<file path="src/hw/rtl/tszc_pkg.sv">
// Shared types, constants and the arctangent step table of the slope zone classifier.
// Used by every module of the block. It has no dependencies.
`default_nettype none

package tszc_pkg;

   localparam int MAX_COLS_DEF    = 1024;
   localparam int MAX_ROWS_DEF    = 4096;
   localparam int HEIGHT_BITS_DEF = 16;

   localparam int ROWS_W     = 13;
   localparam int COLS_W     = 11;
   localparam int ROW_CNT_W  = 14;
   localparam int THR_W      = 16;
   localparam int ANG_W      = 11;
   localparam int SUM_W      = 12;
   localparam int OUT_ROW_W  = 12;
   localparam int OUT_COL_W  = 10;
   localparam int GO_W       = 2;
   localparam int CSR_IDX_W  = 3;
   localparam int LANES      = 8;
   localparam int DIRS       = 4;
   localparam int STEPS      = 16;
   localparam int FRAC_BITS  = 14;
   localparam int Z_W        = 19;
   localparam int X_START    = 6;
   localparam int ANGLE_MAX  = 1440;
   localparam int ROUND_OFS  = 32;
   localparam int ANG_SHIFT  = 6;
   localparam int QUEUE_DEPTH = 32;

   typedef enum logic [CSR_IDX_W-1:0] {
      CSR_ROW_COUNT    = 3'd0,
      CSR_COL_COUNT    = 3'd1,
      CSR_MAX_AIR      = 3'd2,
      CSR_MIN_LAND     = 3'd3,
      CSR_MAX_LAND     = 3'd4,
      CSR_DANGER_ANGLE = 3'd5,
      CSR_MAX_ANGLE    = 3'd6
   } csr_index_type;

   typedef enum logic [GO_W-1:0] {
      GO_NORMAL    = 2'd0,
      GO_DANGER    = 2'd1,
      GO_FORBIDDEN = 2'd2
   } go_class_type;

   typedef struct packed {
      logic signed [THR_W-1:0] max_air;
      logic signed [THR_W-1:0] min_land;
      logic signed [THR_W-1:0] max_land;
      logic [ANG_W-1:0]        danger_angle;
      logic [ANG_W-1:0]        max_angle;
   } thr_cfg_type;

   typedef struct packed {
      logic                 valid;
      logic [OUT_ROW_W-1:0] row;
      logic [OUT_COL_W-1:0] col;
      logic                 last;
   } emit_info_type;

   typedef struct packed {
      logic                 valid;
      logic [OUT_ROW_W-1:0] row;
      logic [OUT_COL_W-1:0] col;
      logic                 last;
      logic                 fly;
      logic                 band;
      logic [LANES-1:0]     zero;
   } back_meta_type;

   typedef struct packed {
      logic [OUT_ROW_W-1:0] row;
      logic [OUT_COL_W-1:0] col;
      logic [GO_W-1:0]      go;
      logic                 fly;
      logic                 last;
   } rsp_entry_type;

   // atan(2^-i) in 1/1024 degree
   function automatic logic signed [Z_W-1:0] atan_step(input logic [3:0] i);
      logic signed [Z_W-1:0] t;
      case (i)
         4'd0:    t = 19'sd46080;
         4'd1:    t = 19'sd27203;
         4'd2:    t = 19'sd14373;
         4'd3:    t = 19'sd7296;
         4'd4:    t = 19'sd3662;
         4'd5:    t = 19'sd1833;
         4'd6:    t = 19'sd917;
         4'd7:    t = 19'sd458;
         4'd8:    t = 19'sd229;
         4'd9:    t = 19'sd115;
         4'd10:   t = 19'sd57;
         4'd11:   t = 19'sd29;
         4'd12:   t = 19'sd14;
         4'd13:   t = 19'sd7;
         4'd14:   t = 19'sd4;
         default: t = 19'sd2;
      endcase
      return t;
   endfunction

endpackage

`default_nettype wire

</file>
<file path="src/hw/rtl/tszc_out_queue.sv">
// Result queue between the back pipeline and the response channel.
// Depends on tszc_pkg for the entry type.
`default_nettype none

module tszc_out_queue import tszc_pkg::*; #(
   parameter int DEPTH = QUEUE_DEPTH
) (
   input  wire logic          clock,
   input  wire logic          reset,
   input  wire logic          push,
   input  wire rsp_entry_type push_data,
   input  wire logic          pop,
   output logic               empty,
   output rsp_entry_type      head
);

   localparam int PW = (DEPTH > 1) ? $clog2(DEPTH) : 1;
   localparam int CNTW = $clog2(DEPTH + 1);

   rsp_entry_type  mem_ff [DEPTH];
   logic [PW-1:0]  wr_ptr_ff, wr_ptr_in, rd_ptr_ff, rd_ptr_in;
   logic [CNTW-1:0] count_ff, count_in;
   logic           do_pop;

   always_comb begin
      empty     = count_ff == '0;
      do_pop    = pop && !empty;
      wr_ptr_in = wr_ptr_ff;
      rd_ptr_in = rd_ptr_ff;
      if (push) begin
         wr_ptr_in = (wr_ptr_ff == PW'(DEPTH - 1)) ? '0 : wr_ptr_ff + PW'(1);
      end
      if (do_pop) begin
         rd_ptr_in = (rd_ptr_ff == PW'(DEPTH - 1)) ? '0 : rd_ptr_ff + PW'(1);
      end
      count_in = count_ff + CNTW'(push) - CNTW'(do_pop);
      head     = mem_ff[rd_ptr_ff];
   end

   always_ff @(posedge clock) begin
      if (reset) begin
         wr_ptr_ff <= '0;
         rd_ptr_ff <= '0;
         count_ff  <= '0;
      end else begin
         wr_ptr_ff <= wr_ptr_in;
         rd_ptr_ff <= rd_ptr_in;
         count_ff  <= count_in;
      end
   end

   always_ff @(posedge clock) begin
      if (push) begin
         mem_ff[wr_ptr_ff] <= push_data;
      end
   end

endmodule

`default_nettype wire

</file>
<file path="config.mk">
export PLATFORM = sky130hd
export DESIGN_NAME = tszc_out_queue
export DESIGN_NICKNAME = d
export VERILOG_FILES = /design/src/hw/rtl/tszc_pkg.sv /design/src/hw/rtl/tszc_out_queue.sv
export SDC_FILE = /design/constraint.sdc
export NUM_CORES = 1
export LEC_CHECK = 0
export BUFFER_PORTS_ARGS = -buffer_cell sky130_fd_sc_hd__buf_4
export CAP_MARGIN = 20
export CELL_PAD_IN_SITES_DETAIL_PLACEMENT = 1
export CELL_PAD_IN_SITES_GLOBAL_PLACEMENT = 2
export CORE_UTILIZATION = 35
export CTS_BUF_LIST = sky130_fd_sc_hd__clkbuf_2
export DETAILED_ROUTE_END_ITERATION = 10
export PLACE_DENSITY_LB_ADDON = 0.1
export SETUP_SLACK_MARGIN = 0.15
export SLEW_MARGIN = 10
export SYNTH_ARGS = -nofsm -noshare
export SYNTH_HDL_FRONTEND = slang
export SYNTH_SLANG_ARGS = --single-unit
</file>
<file path="constraint.sdc">
create_clock -name clock -period 7.9 [get_ports clock]
set_input_delay 0.395 -clock clock [delete_from_list [all_inputs] [get_ports clock]]
set_output_delay 0.395 -clock clock [all_outputs]
set_load 0.01 [all_outputs]
</file>
-- After elaboration in Yosys (flattened, before gate mapping)
Memories as Yosys holds them, arrays and structs flattened. A register that Yosys moved wholly into a read port is not among the register bits.
Index checks and enable logic that the tools add are counted.
- register bits after elaboration: 16
- bits in writable memories: 832
- memories: 1
- logic and storage cells: 19
- memories (name ; words ; width ; rd ports ; clocked after memory_dff ; wr ports ; line ; source):
    mem_ff ; 32 ; 26 ; 1 ; 1 ; 1 ; tszc_out_queue.sv:20 ; rsp_entry_type mem_ff [DEPTH];
- equality and inequality tests: 2
- muxes and demuxes: 6
- $add $sub $neg: 4
- reductions and logical operators: 3
- operator list (kind ; count):
    $mux 5 ; 4
    $add 5x1->5 const B ; 2
    $eq 5x5->1 const B ; 2
    $add 6x1->6 ; 1
    $logic_not 6->1 ; 1
    $sub 6x1->6 ; 1
    $mux 1 ; 2
    $logic_and 1x1->1 ; 1
    $logic_not 1->1 ; 1

-- Depth between registers and ports, before layout
Gate-level depths: netlist of run 1.
- depth in word-level cells: 5
- gate-level depth with buffers: 15
- gate-level depth less buffers: 14

-- Least setup slack after synthesis of run 1
No wires, ideal clock.
- path kind: in2reg
- start: in push
- end: mem mem_ff[24][0] (netlist name) (enable)
- cell stages on the path: 3
- required time: 7458 ps
- arrival: 2729 ps
- path buffers: 1
- path slack: 4729 ps
- setup time: 442 ps
- cell sequence: clkbuf_1 nand2_1 nor3_1
- word-level cells in the longest chain between the ends: 2
- ends and longest elaborated chain (item ; line ; source):
    start: declaration ; tszc_out_queue.sv:10 ; input wire logic push,
    $mux 1 ; tszc_out_queue.sv:53 ; if (push) begin
    $mux 1 (implied by the code) ; tszc_out_queue.sv:54 ; mem_ff[wr_ptr_ff] <= push_data;
    end: declaration ; tszc_out_queue.sv:20 ;
No other way between the ends.

==> impl_metrics.csv, run 1 <==
group,metric,value,unit
route,wire_per_inst,28.5,um
logic_synthesis,synth_top_cell_area_share,0.762,
sta,fin_crit_sh,0.706,
critical_path,startpoint_type,"register",
sta,skew,0.0830,ns
die,start_util,0.356,
layout,final_nets,1996,
logic_synthesis,avgSynthCellArea,20.0,um^2
sta,relSlewSlack,0.287,
sta,fin_tns_setup,0,ns
sta,rsz0062_at_grt,"no",
sta,hold_viol,0,
clock_tree,cts_tree,"done",
sta,tightest_slew,1.07,ns
place,gp_congestion,0.716,
sta,layout_min_cycle_time,5.58,ns
route,drtIter0Drc,1316,
die,die_w,308,um
clock_tree,clockBufferDepth,3,
logic_synthesis,syn_inst,1639,
route,drcViolationCount,0,
layout,nFillCells,9050,
route,ant_nets,0,
global_routing,grt_pass1_vias,18500,
clock_tree,path_clk_slew,0.11,ns
layout,fin_util,0.411,
place,hpwl,49000,um
logic_synthesis,synthAdderAreaFrac,0.00633,
logic_synthesis,synth_area_leaders,"edfxtp_1 (76%), mux4_2 (7.1%), mux2i_1 (6.4%)",
layout,mostFrequentLayoutCell,"edfxtp_1",
power_and_ir_drop,peakVddDrop,133,uV
die,core_region_area,92200,um^2
critical_path,critPathMostFrequentCell,"buf_4",
route,drt-total-wl,95900,um
logic_synthesis,ys.flop_type,"edfxtp_1",
critical_path,required,7.51,ns
global_routing,grt_use_total,0.205,
die,io_pins,57,
sta,fmax,0.179,GHz
critical_path,cpPeakStageDelay,0.83,ns
logic_synthesis,synth_edf_count,832,
global_routing,grt_pass1_wl,135000,um
route,vias_per_cell,5.19,
place,place_inst,2892,
logic_synthesis,synth_top_family_by_area,"multiplexers",
critical_path,cp_slowest_cell,"dfxtp_4",
logic_synthesis,async_reset_ff_frac,0,
flow_run,maxCapViolCount,0,
die,rows,111,
clock_tree,root_buffer,"clkbuf_2",
layout,syn_to_final_growth,15.5,%
logic_synthesis,synth_fp_nets,1685,
min_path,hp-class,"input pin to register",
clock_tree,clk_latency,1.48,ns
global_routing,antenna_found_initial,5,
route,drtPass1Iterations,4,
route,via_count,17400,
critical_path,critPathArrivalTime,5.18,ns
logic_synthesis,ys_ff_latch,853,
logic_synthesis,synth-simple-area-share,0.0275,
sta,slew_viol_final,0,
logic_synthesis,synth_area_leader_cell,"edfxtp_1",
logic_synthesis,ys_types,41,
power_and_ir_drop,cellLeakagePower,0.0119,uW
critical_path,path_cells,"buf_4, buf_4, mux4_2, a22oi_1, nand4_1, buf_4",
power_and_ir_drop,power,9020,uW
place,port_buffers,56,
logic_synthesis,yosysWarningCount,0,
logic_synthesis,synth_mux_area_frac,0.136,
run_status,outcome,"finished clean",
layout,final_cell_mix,"edfxtp_1 (832), clkbuf_2 (350), mux2i_1 (211), a22oi_1 (157), mux4_2 (104)",
critical_path,endpoint_kind,"output port",
die,die_y,308,um
clock_tree,cts_buffers,221,
sta,finalSetupViolations,0,
die,dieArea,95000,um^2
logic_synthesis,netlist_area,32800,um^2
logic_synthesis,yosysSeqAreaShare,0.774,
power_and_ir_drop,pwr_density_cell,238,nW/um^2
layout,stdcell_count,3363,
layout,drive_above_1_share,0.301,
global_routing,overflow,0,
critical_path,worstPathMaxFanout,39,
sta,holdWs,0.306,ns
clock_tree,htreeDepth,4,
clock_tree,cts_num_sinks,853,
global_routing,grt_max_degree,116,
logic_synthesis,synth_xor_area_frac,0.000534,
critical_path,path_class,"register to output port",
logic_synthesis,synth_compound_area_frac,0.0389,
[stage by stage]
stage | worst slack [ns] | instance area, um^2
detailed placement | 3.50 | 35000
finish | 2.32 | 37900
global route | 1.76 | 37900
global placement | 3.47 | 35000
CTS | 1.84 | 37700
floorplan | 4.73 | 32800
[critical path, delay by kind of cell (launching register included)]
kind	cells	cell delay, ns
buf+inv	3	1.81
mux	1	0.60
simple gates	1	0.25
flops	1	0.83
compound gates	1	0.21
[layer usage]
| metal | track usage | part of all wire | vias to the layer above |
|---|---|---|---|
| met5 | 0 | 0.00024 | - |
| met1 | 0.266 | 0.43 | 9288 |
| met4 | 0.0610 | 0.018 | 4 |
| li1 | - | - | 7550 |
| met3 | 0.0444 | 0.047 | 137 |
| met2 | 0.343 | 0.51 | 470 |
[registers in the layout, indices dropped and copies added, names as in the netlist, named ones only]
signal / flops
count_ff: 6
wr_ptr_ff: 5
mem_ff: 832
rd_ptr_ff: 5
[what timing repair did]
item                       CTS  global route
setup buffers                0             0
hold buffers                67             0
gates resized for setup      0             0
hold endpoints to repair  1021             0
[cells in the mapped netlist, drive strengths merged, types with 14 or more instances]
| library cell | count |
|---|---|
| ha | 15 |
| nand4 | 26 |
| mux2i | 211 |
| clkbuf | 28 |
| inv | 14 |
| mux4 | 104 |
| a22oi | 157 |
| buf | 65 |
| nor2 | 39 |
| dfxtp | 21 |
| edfxtp | 832 |
| nand3 | 56 |
[power by group]
group | leakage [uW] | internal, uW | switching [uW]
Clock | 0.00157 | 1260 | 1790
Sequential | 0.00767 | 5000 | 44.1
Combinational | 0.00262 | 400 | 534
[logic make-up (layout without fill, tap and decap cells)]
group	Yosys count	count (layout)
flip-flops	853	853
multiplexers	316	316
AO/OA/AOI/OAI	174	174
AND/OR/NAND/NOR	171	171
buffers and inverters	107	583
adder cells (fa/ha/maj)	16	16
XOR/XNOR	2	2
other	0	5
[final cells by class]
cell class / count / area (um^2) / area share
inverters: 14 / 52.6 / 0.00139
diodes: 5 / 12.5 / 0.000330
repair buffers: 181 / 1710 / 0.0452
flip-flops and latches: 853 / 25400 / 0.671
clock buffers: 350 / 1750 / 0.0462
well taps: 1243 / 1560 / 0.0411
multi-input cells: 679 / 7140 / 0.189
clock inverters: 38 / 238 / 0.00628
[final timing paths]
| check | to | start | cells after the start | slack [ns] |
|---|---|---|---|---|
| worst max register to register | mem_ff[25][16]$_DFFE_PP_ | wr_ptr_ff[4]$_SDFFE_PP0P_ | 3 | 5.04 |
| worst max-delay path | head[14] | register | 6 | 2.32 |
| worst min register to register | rd_ptr_ff[3]$_SDFFE_PP0N_ | rd_ptr_ff[3]$_SDFFE_PP0N_ | 2 | 0.54 |
| worst min-delay path | mem_ff[15][25]$_DFFE_PP_ | push | 4 | 0.31 |
No activity file was read; power rests on OpenSTA's default activity.
==> run 2, diff against run 1 <==
==> constraint.sdc (replaced) <==
create_clock -name clock -period 4.89 [get_ports clock]
set_input_delay 0.2445 -clock clock [delete_from_list [all_inputs] [get_ports clock]]
set_output_delay 0.2445 -clock clock [all_outputs]
set_load 0.01 [all_outputs]
==> run 2 against run 1 <==
Sequential power rose by 61%. Core utilization rose by 0.36 points. Sequential share of layout area is 0.57 points lower. Clock power increased by 59%. Critical path depth up 1. Count of clock-buffer cells in the layout is 23 lower. Critical path type unchanged. Largest power group unchanged.
==> impl_metrics.csv, run 2 (synthesis results as in run 1) <==
group,metric,value,unit
power_and_ir_drop,pwr_density_cell,381,nW/um^2
sta,worst_slack,0.586,ns
global_routing,grt_pass1_wl,134000,um
flow_run,maxCapViolCount,0,
critical_path,rr_endpoint,"count_ff[5]$_SDFF_PP0_",
route,wire_per_inst,27.8,um
layout,stdcell_count,3382,
layout,drive_above_1_share,0.302,
layout,multi_input_area,7170,um^2
run_status,outcome,"finished clean",
place,hpwl,51900,um
clock_tree,htreeDepth,4,
layout,ff_latch_area,25400,um^2
sta,finalSetupViolations,0,
die,core_region_area,92200,um^2
clock_tree,cts_num_sinks,853,
route,ant_nets,0,
layout,final_nets,2023,
route,drtIter0Drc,1308,
clock_tree,path_clk_slew,0.10,ns
global_routing,grt_max_degree,60,
die,dieArea,95000,um^2
place,pre_cts_slack,1.64,ns
global_routing,antenna_found_initial,7,
route,drt-total-wl,94100,um
place,place_inst,2909,
sta,fin_tns_setup,0,ns
critical_path,startpoint_type,"register",
critical_path,path_class,"register to output port",
clock_tree,root_buffer,"clkbuf_2",
clock_tree,clockBufferDepth,3,
clock_tree,clk_latency,1.47,ns
sta,layout_min_cycle_time,4.30,ns
min_path,hp-class,"input pin to register",
place,port_buffers,56,
die,io_pins,57,
route,drcViolationCount,0,
critical_path,worstPathMaxFanout,24,
layout,regMostFlops,"mem_ff",
route,vias_per_cell,5.19,
sta,slew_viol_final,0,
min_path,whs_path_depth,4,
die,rows,111,
critical_path,r2r_start,"count_ff[2]$_SDFF_PP0_",
layout,nFillCells,9039,
clock_tree,cts_buffers,220,
layout,syn_to_final_growth,16.5,%
global_routing,grt_pass1_vias,19100,
power_and_ir_drop,cellLeakagePower,0.0120,uW
layout,mostFrequentLayoutCell,"edfxtp_1",
place,gp_congestion,0.731,
layout,largest_reg_flops,832,
min_path,holdPathEnd,"mem_ff[13][22]$_DFFE_PP_",
sta,fmax,0.232,GHz
power_and_ir_drop,peakVddDrop,196,uV
sta,holdWs,0.286,ns
sta,fin_crit_sh,0.880,
min_path,min_from,"push_data[22]",
sta,skew,0.0612,ns
die,start_util,0.356,
sta,tightest_slew,1.08,ns
critical_path,endpoint_kind,"output port",
critical_path,critPathArrivalTime,4.06,ns
die,die_y,308,um
critical_path,rr_worst_depth,14,
critical_path,required,4.65,ns
clock_tree,cts_tree,"done",
route,via_count,17600,
sta,rsz0062_at_grt,"no",
route,drtPass1Iterations,4,
global_routing,grt_use_total,0.201,
layout,biggestRegsByFlops,"mem_ff (832), count_ff (6)",
critical_path,rrSetupSlack,1.43,ns
sta,hold_viol,0,
sta,relSlewSlack,0.275,
layout,final_cell_mix,"edfxtp_1 (832), clkbuf_2 (327), mux2i_1 (211), a22oi_1 (157), buf_4 (115)",
global_routing,overflow,0,
die,die_w,308,um
## run 2: cell types whose count changed in the layout (fill, tap and decap cells not counted), moves of 2 or more
cell        before  now
clkinvlp_4       2    6
buf_4          101  115
clkbuf_2       350  327
clkinv_1        24   37
inv_2            5    2
clkinv_4         1    3
buf_12           9   20
buf_8            9    7
## run 2: power breakdown
group	leakage [uW]	switching, uW	internal [uW]	total [uW]
logic	0.00280	906	682	1590
clock network	0.00149	2920	1940	4850
registers	0.00767	57.6	8070	8130
total	0.0120	3880	10700	14600
## run 2: per-layer routing
metal | vias to the layer above | global-route usage | part of all wire
met3 | 109 | 0.0463 | 0.048
met2 | 409 | 0.314 | 0.47
met4 | 2 | 0.0543 | 0.014
li1 | 7603 | - | -
met5 | - | 0 | 0.000085
met1 | 9437 | 0.282 | 0.47
## run 2: how the worst max path moves through the flow
stage	startpoint	endpoint	slack [ns]	cells past startpoint
6_report	register	head[14]	0.59	7
5_1_grt	register	head[25]	0.24	5
4_1_cts	register	head[18]	0.05	6
3_5_place_dp	register	head[18]	1.64	6
3_3_place_gp	register	head[21]	1.63	6
2_1_floorplan	wr_ptr_ff[4]$_SDFFE_PP0P_	mem_ff[24][0]$_DFFE_PP_	1.84	3
## run 2: metrics by stage
stage          total power (uW)  area (um^2)   util
2_1_floorplan              9160        32800      -
3_3_place_gp               9770        35100  0.381
3_5_place_dp               9800        35100  0.381
4_1_cts                   14800        38000  0.412
5_1_grt                   15300        38200  0.414
6_report                  14600        38200  0.414
## run 2: cell type report
type,count,area share
flip-flops and latches,853,0.665
multi-input cells,681,0.188
repair buffers,207,0.0537
clock buffers,327,0.0428
well taps,1243,0.0407
clock inverters,53,0.00832
inverters,14,0.00138
diodes,4,0.000262
## run 2: repair_timing
item | in CTS | in global routing
gates cloned | 2 | 0
setup buffers | 6 | 0
pin swaps | 1 | 0
resized for setup | 3 | 1
hold buffers | 70 | 1
setup endpoints to repair | 20 | 2
endpoints found under the hold margin | 1530 | 32
## run 2: worst max-delay path, cell delays in order, from the launching register on
cell and delay (ns):
dfxtp_4 0.68, buf_4 0.47, buf_4 0.47, mux2i_1 0.29
a22oi_1 0.11, nand3_1 0.15, nand4_1 0.18, buf_4 0.23
